### src/hw/rtl/ipv6_transport_header_parser_assert.svh
// Assertion helpers for the IPv6 transport header parser.
// Both macros assume a clock named clk and an active-low reset named rst_n in scope.
`ifndef IPV6_TRANSPORT_HEADER_PARSER_ASSERT_SVH
`define IPV6_TRANSPORT_HEADER_PARSER_ASSERT_SVH

`ifndef SYNTH

// prop must hold at every clock edge outside reset
`define IPHP_ASSERT(label, prop, msg) \
    label: assert property (@(posedge clk) disable iff (!rst_n) prop) \
        else $error(msg);

// cond must never be true at a clock edge outside reset
`define IPHP_NEVER(label, cond, msg) \
    label: assert property (@(posedge clk) disable iff (!rst_n) !(cond)) \
        else $error(msg);

`else

`define IPHP_ASSERT(label, prop, msg)
`define IPHP_NEVER(label, cond, msg)

`endif

`endif

### src/hw/rtl/iphp_pkg.sv
package iphp_pkg;

    localparam int unsigned MAX_PACKET_BYTES_DEF = 65535;
    localparam int unsigned MID_DEPTH = 4;
    localparam int unsigned OUT_DEPTH = 2;

    localparam logic [15:0] FIXED_LAST = 16'd39;
    localparam logic [15:0] FIXED_LEN  = 16'd40;
    localparam logic [15:0] TCP_LAST   = 16'd19;
    localparam logic [15:0] UDP_LAST   = 16'd7;
    localparam logic [11:0] EXT_BIAS   = 12'd6;

    localparam logic [7:0] NH_HOP   = 8'd0;
    localparam logic [7:0] NH_TCP   = 8'd6;
    localparam logic [7:0] NH_UDP   = 8'd17;
    localparam logic [7:0] NH_ROUTE = 8'd43;
    localparam logic [7:0] NH_FRAG  = 8'd44;
    localparam logic [7:0] NH_DEST  = 8'd60;

    localparam logic [3:0] VERSION_IPV4 = 4'd4;

    localparam logic [1:0] STAT_OK    = 2'd0;
    localparam logic [1:0] STAT_IPV4  = 2'd1;
    localparam logic [1:0] STAT_NONE  = 2'd2;
    localparam logic [1:0] STAT_TRUNC = 2'd3;

    typedef enum logic [2:0] {
        PH_FIXED,
        PH_IPV4,
        PH_EXT,
        PH_TRANS,
        PH_DONE,
        PH_OTHER
    } phase_t;

    // one packet byte, tagged by the front end
    typedef struct packed {
        logic [7:0]  data;
        logic        last;
        logic        take;
        logic [15:0] pos;
    } beat_t;

    typedef struct packed {
        logic [1:0]  parse_status;
        logic [7:0]  proto_code;
        logic [15:0] source_port;
        logic [15:0] destination_port;
        logic [7:0]  tclass;
        logic [19:0] flow_label;
        logic [63:0] src_addr_high;
        logic [63:0] src_addr_low;
        logic [63:0] dst_addr_high;
        logic [63:0] dst_addr_low;
        logic [15:0] payload_offset;
        logic [15:0] payload_length;
    } record_t;

    function automatic phase_t dispatch_phase(input logic [7:0] code);
        phase_t ph;
        unique case (code) inside
            NH_HOP, NH_ROUTE, NH_FRAG, NH_DEST: ph = PH_EXT;
            NH_TCP, NH_UDP:                     ph = PH_TRANS;
            default:                            ph = PH_OTHER;
        endcase
        return ph;
    endfunction

endpackage

### src/hw/rtl/ipv6_transport_header_parser.sv
// IPv6 transport header parser. Takes one packet byte per cycle, starting at the IP
// header, walks the fixed header and any hop-by-hop, routing, fragment and
// destination-options headers, captures TCP/UDP ports, and puts one record on the
// result queue for the beat flagged last_byte. A front stage counts byte positions
// and tags each beat; a 4-entry queue feeds the parser back end, which writes records
// into a 2-entry result queue. Sustained rate is one byte per cycle; a last byte is
// written into the 4-entry queue, and its record into the result queue when the back
// end pops it. Intake stalls only once the 4-entry queue has filled behind a last byte
// that waits for room in a full result queue. Bytes beyond MAX_PACKET_BYTES are
// passed on uncounted and unparsed; the last byte still closes the packet.
`include "ipv6_transport_header_parser_assert.svh"

module ipv6_transport_header_parser #(
    parameter int unsigned MAX_PACKET_BYTES = iphp_pkg::MAX_PACKET_BYTES_DEF
) (
    input  logic        clk,
    input  logic        rst_n,
    input  logic        push,
    output logic        full,
    input  logic [7:0]  packet_byte,
    input  logic        last_byte,
    output logic        empty,
    input  logic        pop,
    output logic [1:0]  parse_status,
    output logic [7:0]  proto_code,
    output logic [15:0] source_port,
    output logic [15:0] destination_port,
    output logic [7:0]  tclass,
    output logic [19:0] flow_label,
    output logic [63:0] src_addr_high,
    output logic [63:0] src_addr_low,
    output logic [63:0] dst_addr_high,
    output logic [63:0] dst_addr_low,
    output logic [15:0] payload_offset,
    output logic [15:0] payload_length
);

    iphp_pkg::beat_t   front_beat;
    iphp_pkg::beat_t   mid_beat;
    iphp_pkg::record_t back_rec;
    iphp_pkg::record_t out_rec;

    logic in_accept;
    logic mid_full;
    logic mid_empty;
    logic mid_pop;
    logic out_push;
    logic out_full;

    assign in_accept = push && !mid_full;
    assign full      = mid_full;

    iphp_front #(
        .MAX_PACKET_BYTES(MAX_PACKET_BYTES)
    ) u_front (
        .clk         (clk),
        .rst_n       (rst_n),
        .accept      (in_accept),
        .packet_byte (packet_byte),
        .last_byte   (last_byte),
        .beat        (front_beat)
    );

    iphp_fifo #(
        .WIDTH($bits(iphp_pkg::beat_t)),
        .DEPTH(iphp_pkg::MID_DEPTH)
    ) u_mid_q (
        .clk     (clk),
        .rst_n   (rst_n),
        .push    (in_accept),
        .wr_data (front_beat),
        .full    (mid_full),
        .pop     (mid_pop),
        .rd_data (mid_beat),
        .empty   (mid_empty)
    );

    iphp_back u_back (
        .clk        (clk),
        .rst_n      (rst_n),
        .beat       (mid_beat),
        .beat_valid (!mid_empty),
        .out_full   (out_full),
        .beat_pop   (mid_pop),
        .rec_push   (out_push),
        .rec        (back_rec)
    );

    iphp_fifo #(
        .WIDTH($bits(iphp_pkg::record_t)),
        .DEPTH(iphp_pkg::OUT_DEPTH)
    ) u_out_q (
        .clk     (clk),
        .rst_n   (rst_n),
        .push    (out_push),
        .wr_data (back_rec),
        .full    (out_full),
        .pop     (pop),
        .rd_data (out_rec),
        .empty   (empty)
    );

    assign parse_status     = out_rec.parse_status;
    assign proto_code       = out_rec.proto_code;
    assign source_port      = out_rec.source_port;
    assign destination_port = out_rec.destination_port;
    assign tclass           = out_rec.tclass;
    assign flow_label       = out_rec.flow_label;
    assign src_addr_high    = out_rec.src_addr_high;
    assign src_addr_low     = out_rec.src_addr_low;
    assign dst_addr_high    = out_rec.dst_addr_high;
    assign dst_addr_low     = out_rec.dst_addr_low;
    assign payload_offset   = out_rec.payload_offset;
    assign payload_length   = out_rec.payload_length;

    `IPHP_NEVER(a_out_overflow, out_push && out_full, "record pushed into full result queue")
    `IPHP_NEVER(a_pop_nothing, mid_pop && mid_empty,
        "back end consumed a beat that was not there")
    `IPHP_ASSERT(a_ports_zero,
        (!empty && parse_status != iphp_pkg::STAT_OK)
            |-> (source_port == 16'd0 && destination_port == 16'd0),
        "ports nonzero on unparsed record")
    `IPHP_ASSERT(a_ipv4_blank,
        (!empty && parse_status == iphp_pkg::STAT_IPV4)
            |-> (proto_code == 8'd0 && payload_offset == 16'd0 && payload_length == 16'd0),
        "ipv4 record carries fields")

endmodule

### src/hw/rtl/iphp_fifo.sv
module iphp_fifo #(
    parameter int unsigned WIDTH = 8,
    parameter int unsigned DEPTH = 2
) (
    input  logic             clk,
    input  logic             rst_n,
    input  logic             push,
    input  logic [WIDTH-1:0] wr_data,
    output logic             full,
    input  logic             pop,
    output logic [WIDTH-1:0] rd_data,
    output logic             empty
);

    localparam int unsigned PTR_W = (DEPTH > 1) ? $clog2(DEPTH) : 1;
    localparam int unsigned CNT_W = $clog2(DEPTH + 1);

    logic [WIDTH-1:0] mem_reg [DEPTH];
    logic [PTR_W-1:0] wr_ptr_reg, wr_ptr_next;
    logic [PTR_W-1:0] rd_ptr_reg, rd_ptr_next;
    logic [CNT_W-1:0] count_reg, count_next;
    logic             do_push;
    logic             do_pop;

    assign full    = (count_reg == CNT_W'(DEPTH));
    assign empty   = (count_reg == '0);
    assign do_push = push && !full;
    assign do_pop  = pop && !empty;
    assign rd_data = mem_reg[rd_ptr_reg];

    always_comb
    begin
        wr_ptr_next = wr_ptr_reg;
        rd_ptr_next = rd_ptr_reg;
        if (do_push)
        begin
            wr_ptr_next = (wr_ptr_reg == PTR_W'(DEPTH - 1)) ? '0 : wr_ptr_reg + PTR_W'(1);
        end
        if (do_pop)
        begin
            rd_ptr_next = (rd_ptr_reg == PTR_W'(DEPTH - 1)) ? '0 : rd_ptr_reg + PTR_W'(1);
        end
        count_next = count_reg + CNT_W'(do_push) - CNT_W'(do_pop);
    end

    always_ff @(posedge clk or negedge rst_n)
    begin
        if (!rst_n)
        begin
            wr_ptr_reg <= '0;
            rd_ptr_reg <= '0;
            count_reg  <= '0;
        end
        else
        begin
            wr_ptr_reg <= wr_ptr_next;
            rd_ptr_reg <= rd_ptr_next;
            count_reg  <= count_next;
        end
    end

    always_ff @(posedge clk)
    begin
        if (do_push)
        begin
            mem_reg[wr_ptr_reg] <= wr_data;
        end
    end

endmodule

### src/hw/rtl/iphp_front.sv
module iphp_front #(
    parameter int unsigned MAX_PACKET_BYTES = iphp_pkg::MAX_PACKET_BYTES_DEF
) (
    input  logic            clk,
    input  logic            rst_n,
    input  logic            accept,
    input  logic [7:0]      packet_byte,
    input  logic            last_byte,
    output iphp_pkg::beat_t beat
);

    logic [15:0] pos_reg, pos_next;
    logic        take;

    // bytes past the size limit are passed on but not counted or parsed
    assign take = (pos_reg < 16'(MAX_PACKET_BYTES));

    always_comb
    begin
        beat.data = packet_byte;
        beat.last = last_byte;
        beat.take = take;
        beat.pos  = pos_reg;
    end

    always_comb
    begin
        pos_next = pos_reg;
        if (accept)
        begin
            if (last_byte)
            begin
                pos_next = '0;
            end
            else if (take)
            begin
                pos_next = pos_reg + 16'd1;
            end
        end
    end

    always_ff @(posedge clk or negedge rst_n)
    begin
        if (!rst_n)
        begin
            pos_reg <= '0;
        end
        else
        begin
            pos_reg <= pos_next;
        end
    end

endmodule

### src/hw/rtl/iphp_back.sv
module iphp_back (
    input  logic              clk,
    input  logic              rst_n,
    input  iphp_pkg::beat_t   beat,
    input  logic              beat_valid,
    input  logic              out_full,
    output logic              beat_pop,
    output logic              rec_push,
    output iphp_pkg::record_t rec
);

    iphp_pkg::phase_t phase_reg, phase_upd, phase_next;

    logic [7:0]  nh_reg, nh_upd, nh_next;
    logic [7:0]  ext_code_reg, ext_code_upd, ext_code_next;
    logic [11:0] ext_left_reg, ext_left_upd, ext_left_next;
    logic [15:0] hdr_end_reg, hdr_end_upd, hdr_end_next;
    logic [31:0] fw_reg, fw_upd, fw_next;
    logic [63:0] src_hi_reg, src_hi_upd, src_hi_next;
    logic [63:0] src_lo_reg, src_lo_upd, src_lo_next;
    logic [63:0] dst_hi_reg, dst_hi_upd, dst_hi_next;
    logic [63:0] dst_lo_reg, dst_lo_upd, dst_lo_next;
    logic [31:0] ports_reg, ports_upd, ports_next;

    logic        upd;
    logic        close;
    logic        is_ipv4;
    logic [15:0] pos;
    logic [15:0] rel;
    logic [15:0] trans_last;
    logic [11:0] ext_left_calc;
    logic        ext_close;
    logic [15:0] end_pos;

    // a last beat waits until the result queue has room
    assign beat_pop = beat_valid && (!beat.last || !out_full);
    assign upd      = beat_pop && beat.take;
    assign close    = beat_pop && beat.last;
    assign rec_push = close;

    assign pos        = beat.pos;
    assign rel        = pos - hdr_end_reg;
    assign is_ipv4    = (pos == 16'd0) && (beat.data[7:4] == iphp_pkg::VERSION_IPV4);
    assign trans_last = (nh_reg == iphp_pkg::NH_TCP) ? iphp_pkg::TCP_LAST : iphp_pkg::UDP_LAST;
    assign end_pos    = beat.take ? pos + 16'd1 : pos;

    // length counter of an extension header: (len+1)*8 - 2 bytes after the len byte
    always_comb
    begin
        if (rel == 16'd0)
        begin
            ext_left_calc = ext_left_reg;
        end
        else if (rel == 16'd1)
        begin
            ext_left_calc = {1'b0, beat.data, 3'b000} + iphp_pkg::EXT_BIAS;
        end
        else if (ext_left_reg != '0)
        begin
            ext_left_calc = ext_left_reg - 12'd1;
        end
        else
        begin
            ext_left_calc = ext_left_reg;
        end
    end

    assign ext_close = (rel != 16'd0) && (ext_left_calc == '0);

    // parse phase
    always_comb
    begin
        phase_upd = phase_reg;
        if (upd)
        begin
            unique case (phase_reg)
                iphp_pkg::PH_FIXED:
                begin
                    if (is_ipv4)
                    begin
                        phase_upd = iphp_pkg::PH_IPV4;
                    end
                    else if (pos == iphp_pkg::FIXED_LAST)
                    begin
                        phase_upd = iphp_pkg::dispatch_phase(nh_reg);
                    end
                end
                iphp_pkg::PH_EXT:
                begin
                    if (ext_close)
                    begin
                        phase_upd = iphp_pkg::dispatch_phase(ext_code_reg);
                    end
                end
                iphp_pkg::PH_TRANS:
                begin
                    if (rel == trans_last)
                    begin
                        phase_upd = iphp_pkg::PH_DONE;
                    end
                end
                iphp_pkg::PH_IPV4, iphp_pkg::PH_DONE, iphp_pkg::PH_OTHER:
                begin
                    phase_upd = phase_reg;
                end
                default:
                begin
                    phase_upd = phase_reg;
                end
            endcase
        end
        phase_next = close ? iphp_pkg::PH_FIXED : phase_upd;
    end

    // header fields and record
    always_comb
    begin
        nh_upd       = nh_reg;
        ext_code_upd = ext_code_reg;
        ext_left_upd = ext_left_reg;
        hdr_end_upd  = hdr_end_reg;
        fw_upd       = fw_reg;
        src_hi_upd   = src_hi_reg;
        src_lo_upd   = src_lo_reg;
        dst_hi_upd   = dst_hi_reg;
        dst_lo_upd   = dst_lo_reg;
        ports_upd    = ports_reg;

        if (upd)
        begin
            case (phase_reg)
                iphp_pkg::PH_FIXED:
                begin
                    if (!is_ipv4)
                    begin
                        if (pos < 16'd4)
                        begin
                            fw_upd = {fw_reg[23:0], beat.data};
                        end
                        else if (pos == 16'd6)
                        begin
                            nh_upd = beat.data;
                        end
                        else if (pos >= 16'd8 && pos < 16'd16)
                        begin
                            src_hi_upd = {src_hi_reg[55:0], beat.data};
                        end
                        else if (pos >= 16'd16 && pos < 16'd24)
                        begin
                            src_lo_upd = {src_lo_reg[55:0], beat.data};
                        end
                        else if (pos >= 16'd24 && pos < 16'd32)
                        begin
                            dst_hi_upd = {dst_hi_reg[55:0], beat.data};
                        end
                        else if (pos >= 16'd32 && pos < iphp_pkg::FIXED_LEN)
                        begin
                            dst_lo_upd = {dst_lo_reg[55:0], beat.data};
                        end
                        if (pos == iphp_pkg::FIXED_LAST)
                        begin
                            hdr_end_upd  = iphp_pkg::FIXED_LEN;
                            ext_left_upd = '0;
                        end
                    end
                end
                iphp_pkg::PH_EXT:
                begin
                    if (rel == 16'd0)
                    begin
                        ext_code_upd = beat.data;
                    end
                    ext_left_upd = ext_left_calc;
                    if (ext_close)
                    begin
                        hdr_end_upd  = pos + 16'd1;
                        nh_upd       = ext_code_reg;
                        ext_left_upd = '0;
                    end
                end
                iphp_pkg::PH_TRANS:
                begin
                    if (rel < 16'd4)
                    begin
                        ports_upd = {ports_reg[23:0], beat.data};
                    end
                    if (rel == trans_last)
                    begin
                        hdr_end_upd = pos + 16'd1;
                    end
                end
                default:
                begin
                end
            endcase
        end

        rec = '0;
        case (phase_upd)
            iphp_pkg::PH_IPV4:
            begin
                rec.parse_status = iphp_pkg::STAT_IPV4;
            end
            iphp_pkg::PH_FIXED:
            begin
                rec.parse_status = iphp_pkg::STAT_TRUNC;
            end
            default:
            begin
                if (phase_upd == iphp_pkg::PH_DONE)
                begin
                    rec.parse_status     = iphp_pkg::STAT_OK;
                    rec.source_port      = ports_upd[31:16];
                    rec.destination_port = ports_upd[15:0];
                end
                else if (phase_upd == iphp_pkg::PH_TRANS)
                begin
                    rec.parse_status = iphp_pkg::STAT_TRUNC;
                end
                else
                begin
                    rec.parse_status = iphp_pkg::STAT_NONE;
                end
                rec.proto_code     = nh_upd;
                rec.tclass         = fw_upd[27:20];
                rec.flow_label     = fw_upd[19:0];
                rec.src_addr_high  = src_hi_upd;
                rec.src_addr_low   = src_lo_upd;
                rec.dst_addr_high  = dst_hi_upd;
                rec.dst_addr_low   = dst_lo_upd;
                rec.payload_offset = hdr_end_upd;
                rec.payload_length = end_pos - hdr_end_upd;
            end
        endcase

        nh_next       = close ? '0 : nh_upd;
        ext_code_next = close ? '0 : ext_code_upd;
        ext_left_next = close ? '0 : ext_left_upd;
        hdr_end_next  = close ? '0 : hdr_end_upd;
        fw_next       = close ? '0 : fw_upd;
        src_hi_next   = close ? '0 : src_hi_upd;
        src_lo_next   = close ? '0 : src_lo_upd;
        dst_hi_next   = close ? '0 : dst_hi_upd;
        dst_lo_next   = close ? '0 : dst_lo_upd;
        ports_next    = close ? '0 : ports_upd;
    end

    always_ff @(posedge clk or negedge rst_n)
    begin
        if (!rst_n)
        begin
            phase_reg    <= iphp_pkg::PH_FIXED;
            nh_reg       <= '0;
            ext_code_reg <= '0;
            ext_left_reg <= '0;
            hdr_end_reg  <= '0;
            fw_reg       <= '0;
            src_hi_reg   <= '0;
            src_lo_reg   <= '0;
            dst_hi_reg   <= '0;
            dst_lo_reg   <= '0;
            ports_reg    <= '0;
        end
        else
        begin
            phase_reg    <= phase_next;
            nh_reg       <= nh_next;
            ext_code_reg <= ext_code_next;
            ext_left_reg <= ext_left_next;
            hdr_end_reg  <= hdr_end_next;
            fw_reg       <= fw_next;
            src_hi_reg   <= src_hi_next;
            src_lo_reg   <= src_lo_next;
            dst_hi_reg   <= dst_hi_next;
            dst_lo_reg   <= dst_lo_next;
            ports_reg    <= ports_next;
        end
    end

endmodule

### config.mk
export PLATFORM = sky130hd
export DESIGN_NAME = ipv6_transport_header_parser
export DESIGN_NICKNAME = d
export VERILOG_FILES = /design/src/hw/rtl/iphp_pkg.sv /design/src/hw/rtl/ipv6_transport_header_parser.sv /design/src/hw/rtl/iphp_fifo.sv /design/src/hw/rtl/iphp_front.sv /design/src/hw/rtl/iphp_back.sv
export VERILOG_INCLUDE_DIRS = /design/src /design/src/hw/rtl
export SDC_FILE = /design/constraint.sdc
export NUM_CORES = 2
export LEC_CHECK = 0
export BUFFER_PORTS_ARGS = -buffer_cell sky130_fd_sc_hd__buf_2
export CORE_ASPECT_RATIO = 0.7
export CORE_MARGIN = 1
export CORE_UTILIZATION = 59
export CTS_CLUSTER_DIAMETER = 60
export CTS_CLUSTER_SIZE = 14
export DETAILED_ROUTE_END_ITERATION = 6
export HOLD_SLACK_MARGIN = 0.05
export PLACE_DENSITY = 0.83
export SYNTH_ARGS = -nofsm -noshare
export SYNTH_HDL_FRONTEND = slang
export SYNTH_SLANG_ARGS = --single-unit
export TNS_END_PERCENT = 10
### constraint.sdc
create_clock -name clk -period 21.2 [get_ports clk]
set_input_delay 6.36 -clock clk [delete_from_list [all_inputs] [get_ports clk]]
set_output_delay 6.36 -clock clk [all_outputs]
set_load 0.005 [all_outputs]
==> metrics.md <==
| Metric | Value |
|---|---|
| Met3 Use GR | 4.44% |
| Arrival @ worst endpoint | 4.08 ns |
| Clk pin slew, worst setup/hold paths | 0.06 ns |
| Register area share after synthesis | 68.0% |
| Die ar. | 86900 sq um |
| Vias | 29901 |
| Skew final | 0.0172 ns |
| Hold crit path type | flip-flop to flip-flop |
| CP Capture Type | output port |
| Dominant cell type by area after synthesis | edfxtp_1 |
| Cts bufs inserted | 98 |
| CP Data Required Time | 14.84 ns |
| GPL Wtd Cong | 0.917 |
| GRT Residual Overflow | 0 |
| Combinational cell fraction of total power | 42.7% |
| Synth warnings | 0 |
| Top cell type's share of synthesized area | 48.7% |
| Share of the clock period used by the worst path | 49.2% |
| Crit path cell chain | buf_12 -> buf_4 -> mux2_2 -> buf_2 |
| DP Wirelength | 72.8 mm |
| Pint | 5570 uW |
| Post-synth ARST share | 32.2% |
| Max Cap Viol | 0 |
| Synth Instances | 3539 |
| Worst-skew pair later-pin latency | 0.67 ns |
| Antenna Nets Post-Route | 0 |
| Synth Net Count | 3604 |
| FILL cells | 5890 |
| Fin. Hold Viols | 0 |
| Number of DRC markers in iteration 0 | 2691 |
| Clock power frac | 18.6% |
| FP Rows | 89 |
| RSZ-0062 raised after global routing | false |
| Number of port buffers | 372 |
| VDD IR max | 0.222 mV |
| Netlist Area Pre-Place | 50600 sq um |
| Status | finished clean |
| Vias in the first global route | 29272 |
| Max reg flops | 716 |
| GRT Overall Usage | 26.4% |
| Share of cells above drive strength 1 | 23.8% |
| Nets | 3921 |
| Drt first pass iters | 5 |
| Initial core utilization | 59.8% |
| Ports | 373 |
| Post-synth cell types | 76 |
| Via/cell ratio | 5.89 |
| # setup viols final | 0 |
| CTS tree | yes |
| CTS root buffer | clkbuf_16 |
| Synth-to-Final Area Change | 11.2% |
| DRT Wirelength | 116 mm |
| Post-Syn Area per Cell | 14.3 sq um |
| Worst Path Max Fanout | 156 |
| Final Slew Violations | 0 |
| Worst path max stage delay | 0.95 ns |
| Worst slew pin tran | 1.33 ns |
| Worst slew margin | 11.1% |
| Flop pwr share | 38.6% |
| Drt wl/cell | 22.9 um |
| Pin count of the biggest net entering global routing | 216 |
| Sw frac | 39.1% |
| Power Dens Cells | 163 nW/um^2 |
| Power Total | 9150 uW |
| Die width | 352 um |
| Startpoint type of the worst setup path | flip-flop |
| Total core area | 84500 sq um |
| WP buf/inv | 3 |
| Drt drc | 0 |
| Switch Pwr | 3580 uW |
| Final TNS setup | 0 ns |
| Peak Freq | 95.8 MHz |
| Met2 GRT Util | 40.6% |
| Post-CTS sizing | 0 |
| Chip height | 247 um |
| Crit path max-delay family | buffers and inverters |
| Leak | 0.0225 uW |
| Synth area leaders | edfxtp_1 (49%), dfrtp_1 (19%), mux2_2 (8.0%) |
| Core Util, Final | 66.5% |
| Postcts setup bufs | 0 |
| First-pass GRT wire length | 175 mm |
| Clk sinks | 1210 |
| Initial antenna violation count | 3 |
| Placed Instances | 4893 |
| Synthesized flop and latch total | 1210 |
| Slowest cell on the critical path | buf_4 |
| H-tree levels | 3 |
| Final Non-Filler Cells | 5075 |
| Max Root-Sink Buffers | 3 |
| Hold_buf cts | 0 |
| Fin crit period | 10.44 ns |
| Post-synth EDFFs | 820 |
| Busiest grt layer | met2 |
| Met1 Use GR | 38.8% |
| Most used flip-flop cell after synthesis | edfxtp_1 |
| Crit path kind | flip-flop to output port |
==> cell type report <==
class                      instances  area [sq um]  area share [%]
multi-input combinational       2087         15100            26.9
tap                             1137          1420            2.53
clock inverter                    11           118           0.209
antenna                            1          2.50         0.00445
clock buffer                     170          2780            4.93
timing repair buffer             411          2230            3.96
sequential                      1210         34400            61.1
inverter                          48           188           0.334
==> path summary, 6_finish.rpt <==
kind | startpoint | to | slack [ns] | cells past startpoint
min | u_back.src_hi_reg[57] | u_back.src_hi_reg[57] | 0.52 | 2
min in group asynchronous | rst_n | u_back.dst_hi_reg[0] | 5.75 | 1
max in group asynchronous | rst_n | u_back.src_hi_reg[10] | 12.77 | 4
min reg2reg | u_back.src_hi_reg[57] | u_back.src_hi_reg[57] | 0.52 | 2
max reg2reg | u_mid_q.rd_ptr_reg[0] | u_out_q.mem_reg[0][14] | 12.23 | 27
max | u_out_q.rd_ptr_reg | src_addr_low[0] | 10.76 | 4
==> placed cells by master, fill, tap and decap left out, types with 14 or more instances in the layout <==
master / instances
nor2_1: 766
nand4_1: 18
a21oi_1: 47
a31oi_1: 14
mux2_2: 361
clkbuf_16: 100
a22oi_1: 15
mux2i_1: 330
o21ai_0: 39
inv_1: 46
buf_4: 34
clkbuf_1: 69
buf_2: 371
xor2_1: 29
dfrtp_1: 389
ha_1: 49
nor3_1: 34
nor2b_1: 15
nand2_1: 88
nand3_1: 23
edfxtp_1: 820
xnor2_1: 41
mux4_2: 26
==> synthesized netlist by cell type (all sizes together) (4+ instances only) <==
master	number
a31oi	15
and4	4
xnor2	41
mux2	361
clkbuf	104
a2bb2oi	4
or4	7
o22ai	6
or3	13
inv	47
mux2i	330
a21boi	4
o31a	4
buf	90
a311oi	5
nor2b	15
nor2	767
a22oi	15
edfxtp	820
o21bai	4
mux4	26
or2	5
dfrtp	390
nand2	89
nor3	38
a221oi	4
nand3	24
o211ai	5
o2bb2ai	4
ha	49
a211oi	10
a21oi	49
o21a	10
a21o	13
o21ai	41
nand4	18
nor4	11
and3	8
nand2b	4
and2	13
xor2	29
==> layer usage <==
layer / wire length [um] / vias up / part of all wire, %
met5: 191 / - / 0.16
met4: 3390 / 4 / 2.9
met3: 7790 / 204 / 6.7
met2: 53700 / 1122 / 46
met1: 51100 / 15154 / 44
li1: - / 13417 / -
==> through the flow <==
| step | hold WS, ns | worst slack [ns] | cell area [sq um] |
|---|---|---|---|
| floorplan | 0.460 | 3.17 | 50600 |
| global placement | 0.499 | 11.58 | 53300 |
| detailed placement | 0.507 | 11.51 | 53300 |
| CTS | 0.522 | 10.82 | 56200 |
| global route | 0.535 | 10.60 | 56200 |
| finish | 0.519 | 10.76 | 56200 |
==> power by group through the flow <==
stage / Sequential (uW) / Combinational [uW] / Clock, uW
2_1_floorplan: 3800 / 2580 / 0
3_3_place_gp: 3550 / 3810 / 0
3_5_place_dp: 3580 / 3860 / 0
4_1_cts: 3530 / 3900 / 1730
5_1_grt: 3580 / 4200 / 1820
6_report: 3540 / 3910 / 1710
==> worst min-delay path, delay by kind of cell (launching register included) <==
kind / cells / cell delay [ns]
and+or+nand+nor: 1 / 0.09
DFF: 1 / 0.32
muxes: 1 / 0.07
==> cell families (layout without fill, tap and decap cells) <==
logic type	after synthesis	count (layout)	synth area share, %
and+or+nand+nor	1029	1029	8.51
AOI/OAI and AO/OA	219	219	2.98
buffers and inverters	242	640	2.23
adders and majority gates	52	52	1.33
xor gates and xnor gates	70	70	1.21
DFF	1210	1210	68.0
other	0	1	0
muxes	717	717	15.7
Note: power is estimated with default switching activity, not from simulation.
